--- src/hdl/fxa_pkg.sv ---
// ----------------------------------------------------------------------------
// Fixed-point ALU package
// Operation codes and the result records that the ALU modules share.
// ----------------------------------------------------------------------------
package fxa_pkg;

	localparam int KIND_BITS = 5;

	localparam logic [KIND_BITS-1:0] OP_ADD       = 5'd0;
	localparam logic [KIND_BITS-1:0] OP_SUB       = 5'd1;
	localparam logic [KIND_BITS-1:0] OP_MUL       = 5'd2;
	localparam logic [KIND_BITS-1:0] OP_DIV       = 5'd3;
	localparam logic [KIND_BITS-1:0] OP_GT        = 5'd4;
	localparam logic [KIND_BITS-1:0] OP_LT        = 5'd5;
	localparam logic [KIND_BITS-1:0] OP_GE        = 5'd6;
	localparam logic [KIND_BITS-1:0] OP_LE        = 5'd7;
	localparam logic [KIND_BITS-1:0] OP_EQ        = 5'd8;
	localparam logic [KIND_BITS-1:0] OP_NE        = 5'd9;
	localparam logic [KIND_BITS-1:0] OP_MIN       = 5'd10;
	localparam logic [KIND_BITS-1:0] OP_MAX       = 5'd11;
	localparam logic [KIND_BITS-1:0] OP_INC       = 5'd12;
	localparam logic [KIND_BITS-1:0] OP_DEC       = 5'd13;
	localparam logic [KIND_BITS-1:0] OP_FROMINT   = 5'd14;
	localparam logic [KIND_BITS-1:0] OP_TOINT     = 5'd15;
	localparam logic [KIND_BITS-1:0] OP_FROMFLOAT = 5'd16;
	localparam logic [KIND_BITS-1:0] OP_TOFLOAT   = 5'd17;

	typedef struct packed {
		logic [31:0] result_raw;
		logic [31:0] result_int;
		logic [31:0] result_float;
		logic        compare_true;
		logic        div_by_zero;
		logic        overflow;
	} res_t;

	typedef struct packed {
		logic [31:0] from_raw;
		logic        from_ovf;
		logic [31:0] to_bits;
	} flt_t;

endpackage

--- src/hdl/fxa_flt.sv ---
// ----------------------------------------------------------------------------
// Float conversion pipeline
// Single-precision to fixed (round half away from zero, saturate) and fixed
// to single precision (round to nearest even), four register stages.
// ----------------------------------------------------------------------------
module fxa_flt #(
	parameter int WORD_BITS = 32,
	parameter int FRAC_BITS = 8
) (
	input  logic                        clk,
	input  logic                        en,
	input  logic signed [WORD_BITS-1:0] a,
	input  logic [31:0]                 fv,
	output fxa_pkg::flt_t               flt
);
	import fxa_pkg::*;

	localparam int MW = WORD_BITS + 23;
	localparam int NW = WORD_BITS + 24;
	localparam int PB = $clog2(WORD_BITS);
	localparam int SB = 10;
	localparam logic [WORD_BITS-1:0] WMIN = {1'b1, {(WORD_BITS-1){1'b0}}};
	localparam logic [WORD_BITS-1:0] WMAX = ~WMIN;

	// float to fixed path
	logic signed [SB-1:0] sh_c;
	logic                 fneg_s2, nan_s2, inf_s2;
	logic [23:0]          man_s2;
	logic signed [SB-1:0] sh_s2;
	logic [SB-1:0]        nsh;
	logic [4:0]           nn;
	logic [24:0]          rnd;
	logic [MW-1:0]        mag_c;
	logic                 big_c;
	logic                 fneg_s3, nan_s3, big_s3;
	logic [MW-1:0]        mag_s3;
	logic [MW-1:0]        lim;
	logic                 sat;
	logic [WORD_BITS-1:0] fval;
	logic [31:0]          from_raw_s4;
	logic                 from_ovf_s4;

	// fixed to float path
	logic                 tsign_s2, tzero_s2;
	logic [WORD_BITS-1:0] tmag_s2;
	logic [PB-1:0]        tp_c;
	logic                 tsign_s3, tzero_s3;
	logic [WORD_BITS-1:0] tmag_s3;
	logic [PB-1:0]        tp_s3;
	logic                 tsign_s4, tzero_s4;
	logic [PB-1:0]        tp_s4;
	logic [NW-1:0]        norm_s4;
	logic [23:0]          m24;
	logic                 rb, stk, inc;
	logic [24:0]          m25;
	logic [7:0]           ex;
	logic [31:0]          to_bits;
	flt_t                 flt_s5;

	assign sh_c = $signed({2'b00, (fv[30:23] == 8'h00) ? 8'd1 : fv[30:23]})
		+ SB'(FRAC_BITS - 150);

	always_ff @(posedge clk) begin
		if (en) begin
			fneg_s2  <= fv[31];
			nan_s2   <= (fv[30:23] == 8'hFF) && (fv[22:0] != '0);
			inf_s2   <= (fv[30:23] == 8'hFF) && (fv[22:0] == '0);
			man_s2   <= {fv[30:23] != 8'h00, fv[22:0]};
			sh_s2    <= sh_c;
			tsign_s2 <= a[WORD_BITS-1];
			tmag_s2  <= a[WORD_BITS-1] ? WORD_BITS'(-a) : WORD_BITS'(a);
			tzero_s2 <= (a == '0);
		end
	end

	always_comb begin
		nsh   = -sh_s2;
		nn    = nsh[4:0];
		rnd   = 25'(man_s2) + (25'(1) << (nn - 5'd1));
		big_c = inf_s2 || (sh_s2 >= $signed(SB'(WORD_BITS)));
		if (!sh_s2[SB-1])
			mag_c = MW'(man_s2) << sh_s2[PB-1:0];
		else if (nsh > SB'(25))
			mag_c = '0;
		else
			mag_c = MW'(rnd >> nn);
	end

	// leading one of the magnitude
	always_comb begin
		tp_c = '0;
		for (int i = 0; i < WORD_BITS; i++) begin
			if (tmag_s2[i])
				tp_c = PB'(i);
		end
	end

	always_ff @(posedge clk) begin
		if (en) begin
			fneg_s3  <= fneg_s2;
			nan_s3   <= nan_s2;
			big_s3   <= big_c;
			mag_s3   <= mag_c;
			tsign_s3 <= tsign_s2;
			tzero_s3 <= tzero_s2;
			tmag_s3  <= tmag_s2;
			tp_s3    <= tp_c;
		end
	end

	always_comb begin
		lim = fneg_s3 ? (MW'(1) << (WORD_BITS - 1)) : ((MW'(1) << (WORD_BITS - 1)) - MW'(1));
		sat = big_s3 || (mag_s3 > lim);
		if (nan_s3)
			fval = '0;
		else if (sat)
			fval = fneg_s3 ? WMIN : WMAX;
		else if (fneg_s3)
			fval = -mag_s3[WORD_BITS-1:0];
		else
			fval = mag_s3[WORD_BITS-1:0];
	end

	always_ff @(posedge clk) begin
		if (en) begin
			from_raw_s4 <= 32'(signed'(fval));
			from_ovf_s4 <= nan_s3 || sat;
			tsign_s4    <= tsign_s3;
			tzero_s4    <= tzero_s3;
			tp_s4       <= tp_s3;
			// move the leading one to the top of the word
			norm_s4     <= (NW'(tmag_s3) << 24) << (PB'(WORD_BITS - 1) - tp_s3);
		end
	end

	always_comb begin
		m24 = norm_s4[NW-1 -: 24];
		rb  = norm_s4[WORD_BITS-1];
		stk = |norm_s4[WORD_BITS-2:0];
		inc = rb && (stk || m24[0]);
		m25 = {1'b0, m24} + 25'(inc);
		ex  = 8'(tp_s4) + 8'(127 - FRAC_BITS) + 8'(m25[24]);
		if (tzero_s4)
			to_bits = '0;
		else
			to_bits = {tsign_s4, ex, m25[24] ? 23'd0 : m25[22:0]};
	end

	always_ff @(posedge clk) begin
		if (en) begin
			flt_s5.from_raw <= from_raw_s4;
			flt_s5.from_ovf <= from_ovf_s4;
			flt_s5.to_bits  <= to_bits;
		end
	end

	assign flt = flt_s5;

endmodule

--- config.mk ---
export PLATFORM = sky130hd
export DESIGN_NAME = fxa_flt
export DESIGN_NICKNAME = d
export VERILOG_FILES = /design/src/hdl/fxa_pkg.sv /design/src/hdl/fxa_flt.sv
export SDC_FILE = /design/constraint.sdc
export NUM_CORES = 1
export LEC_CHECK = 0
export BUFFER_PORTS_ARGS = -buffer_cell sky130_fd_sc_hd__buf_2
export CAP_MARGIN = 20
export CORE_MARGIN = 2
export CORE_UTILIZATION = 40
export CTS_BUF_LIST = sky130_fd_sc_hd__clkbuf_2
export DETAILED_ROUTE_END_ITERATION = 16
export PLACE_DENSITY_LB_ADDON = 0.05
export REMOVE_ABC_BUFFERS = 1
export SETUP_SLACK_MARGIN = 0.15
export SYNTH_ARGS = -nofsm -noshare
export SYNTH_HDL_FRONTEND = slang
export SYNTH_SLANG_ARGS = --single-unit
--- constraint.sdc ---
create_clock -name clk -period 11 [get_ports clk]
set_input_delay 0.55 -clock clk [delete_from_list [all_inputs] [get_ports clk]]
set_output_delay 0.55 -clock clk [all_outputs]
set_load 0.01 [all_outputs]
==> run_results.csv <==
group,metric,value,unit
clocking,cts_root_buf,"clkbuf_2",
synthesis,synth-adder-area-share,0.0453,
setup_path,setup.worst_path.end_class,"register",
clocking,h-tree-depth,3,
synthesis,synth_top_area_share,0.477,
routing,post_drt_wl_per_cell,19.1,um
setup_path,crit_chain,"buf_4 > inv_1 > buf_4 > ha_1 > xor2_2 > buf_4 > nand2_1 > xnor2_1 > nor3_1 > and2_1 > ha_1 > inv_1 > fa_1 > nor2b_1 > o2111ai_1 > a211oi_1 > nor3_1 > and3_1 > or3_1 > mux4_2 > a22oi_1 > o221ai_1",
setup_path,crit_path_start_kind,"register",
power_and_ir_drop,power,2950,uW
sta,max_freq,139,MHz
synthesis,synth_cell_types,80,
die,num_rows,80,
die,die_w,223,um
clocking,postCtsSetupRepairBufs,0,
layout,n_fill_cell,4503,
synthesis,synth.largest_area_cell,"edfxtp_1",
setup_path,cp_num_buf_inv,5,
setup_path,crit_path_max_incr_delay,0.52,ns
global_routing,grt_pass1_vias,14728,
global_routing,grt_overflow,0,
synthesis,syn-cell-area,19200,sq um
power_and_ir_drop,p_leak,0.00842,uW
sta,clock_skew,0.0974,ns
routing,drt_iter0_drc,1009,
power_and_ir_drop,power_density,134,nW/um^2
synthesis,synth_area_per_cell,10.5,sq um
global_routing,track_usage,0.210,
sta,slew_viol_final,0,
layout,final_area,22000,sq um
hold_path,hp-class,"primary input to register",
setup_path,cp_max_fo,55,
global_routing,antenna_found_initial,1,
layout,final_common_cell,"edfxtp_1",
routing,vias,15240,
synthesis,synth_top_family_by_area,"simple AND/OR/NAND/NOR gates",
die,core_area,47500,sq um
die,start_util,0.404,
synthesis,ys_ff_latch,305,
layout,multi_input_area,9510,sq um
clocking,post_cts_resized,0,
placement,hpwl,38.0,mm
synthesis,yosysWarnings,0,
global_routing,grt_start_max_net_pins,120,
synthesis,synth_simple_gate_area_share,0.160,
power_and_ir_drop,irDropWorstVdd,0.0937,mV
synthesis,synthXorXnorAreaFrac,0.0360,
clocking,cts_num_sinks,305,
setup_path,crit_required,11.64,ns
synthesis,async_flop_share,0,
sta,relSlewSlack,0.397,
layout,post-route-util,0.463,
global_routing,grt_pass1_wl,82.3,mm
layout,layout_common_cells,"edfxtp_1, nor2_1, nand2_1",
routing,wl,52.2,mm
synthesis,ys.flop_type,"edfxtp_1",
setup_path,crit_family,"simple AND/OR/NAND/NOR gates",
placement,placed_area,20400,sq um
die,die-area,49800,sq um
routing,dr.pass1.iters,5,
die,io_pins,131,
placement,place.gp.congestion,0.871,
layout,register_area,9160,sq um
clocking,cts_buffer_depth,3,
sta,finalCriticalPeriod,7.17,ns
synthesis,synthMuxAreaShare,0.0956,
synthesis,netlist_instances,1838,
synthesis,synthTopCellsByArea,"edfxtp_1, ha_1, nor2_1, mux4_2, mux2i_1",
sta,min_period_over_period,0.652,
synthesis,synth_compound_gate_area_share,0.157,
layout,syn_to_final_growth,14.5,%
sta,setup_violations,0,
routing,drc_errors,0,
die,die_h,223,um
layout,drive_above_1_share,0.171,
flow_run,max_cap_violations,0,
clocking,clk_transition_reported_paths,0.09,ns
run_status,outcome,"completed",
routing,antenna_left,0,
placement,io_buffers,130,
clocking,cts_tree,"built",
layout,fin_nets,2196,
sta,rsz0062_at_grt,"no",
setup_path,crit_path_top_delay_cell,"ha_1",
setup_path,critPathKind,"register to register",
clocking,cts_buffers,83,
sta,worst_pin_slew,0.905,ns
routing,routed_via_density,5.59,
setup_path,cpMostUsedCell,"buf_4",
clocking,insertion_delay,1.03,ns
setup_path,crit_arrival,7.82,ns
sta,fin_tns_setup,0,ns
synthesis,synth_edf_count,305,
sta,finalHoldViolCount,0,
synthesis,ys_seq_area_frac,0.477,
repair_timing:
action / 4_1_cts / 5_1_grt
endpoints found under the hold margin: 74 / 0
endpoints found under the setup margin: 0 / 0
hold buffers: 89 / 0
report_power, final:
part	switching [uW]	total [uW]	internal, uW	leakage [uW]
combinational	432	723	291	0.00485
sequential	76.8	1470	1390	0.00305
clock	463	758	296	0.000520
cells in the mapped netlist, drive strengths merged, types with 35 or more instances:
library cell	number
xnor2	56
inv	47
ha	68
o21ai	97
mux4	35
nand3	50
nor2	215
clkbuf	78
edfxtp	305
and2	37
nor3	60
a21oi	106
nand2	157
mux2i	71
layer usage:
| layer | part of all wire | wire length [um] | global-route usage | vias to the layer above |
|---|---|---|---|---|
| met2 | 0.41 | 21500 | 0.295 | 435 |
| li1 | - | - | - | 7536 |
| met4 | 0.039 | 2020 | 0.0987 | 0 |
| met5 | 0 | 0 | 0 | - |
| met1 | 0.50 | 26000 | 0.312 | 7163 |
| met3 | 0.052 | 2720 | 0.0402 | 106 |
cell families (layout without fill, tap and decap cells):
kind of cell / after synthesis / count (layout)
and+or+nand+nor: 652 / 652
AOI/OAI and AO/OA: 448 / 448
other: 0 / 2
DFF: 305 / 305
adders and majority gates: 69 / 69
muxes: 136 / 136
buffers and inverters: 149 / 420
xor gates and xnor gates: 79 / 79
sequential cells by signal (all words and copies together), names as in the netlist, 5 cells and up:
name and flops:
tmag_s2 32, sh_s2 10, flt 65, tp_s4 5, from_raw_s4 32, tp_s3 5, tmag_s3 32, man_s2 24
norm_s4 32, mag_s3 55
area by class of cell:
cell class	count	share of cell area
timing repair buffer	239	0.0773
tap	615	0.0350
multi-input combinational	1384	0.432
sequential	305	0.416
clock inverter	21	0.00529
clock buffer	112	0.0255
inverter	48	0.00819
antenna	2	0.000227
path summary, 6_finish.rpt:
kind / start / slack (ns) / to / depth (start not counted)
worst min-delay path: fv[1] / 0.27 / man_s2[1]$_DFFE_PP_ / 2
worst max-delay path: sh_s2[0]$_SDFFCE_PP1P_ / 3.83 / mag_s3[20]$_DFFE_PP_ / 22
worst min register to register: tsign_s2$_DFFE_PP_ / 0.41 / tsign_s3$_DFFE_PP_ / 0
worst max register to register: sh_s2[0]$_SDFFCE_PP1P_ / 3.83 / mag_s3[20]$_DFFE_PP_ / 22
per-stage QoR:
stage	std cells	hold slack (ns)	setup slack, ns
after global routing	2726	0.156	3.34
after CTS	2724	0.0885	3.86
after floorplan	1737	0.400	2.83
after detailed placement	2502	0.405	3.99
final	2726	0.269	3.83
after global placement	2502	0.401	4.17
(Power assumes the default switching activity.)
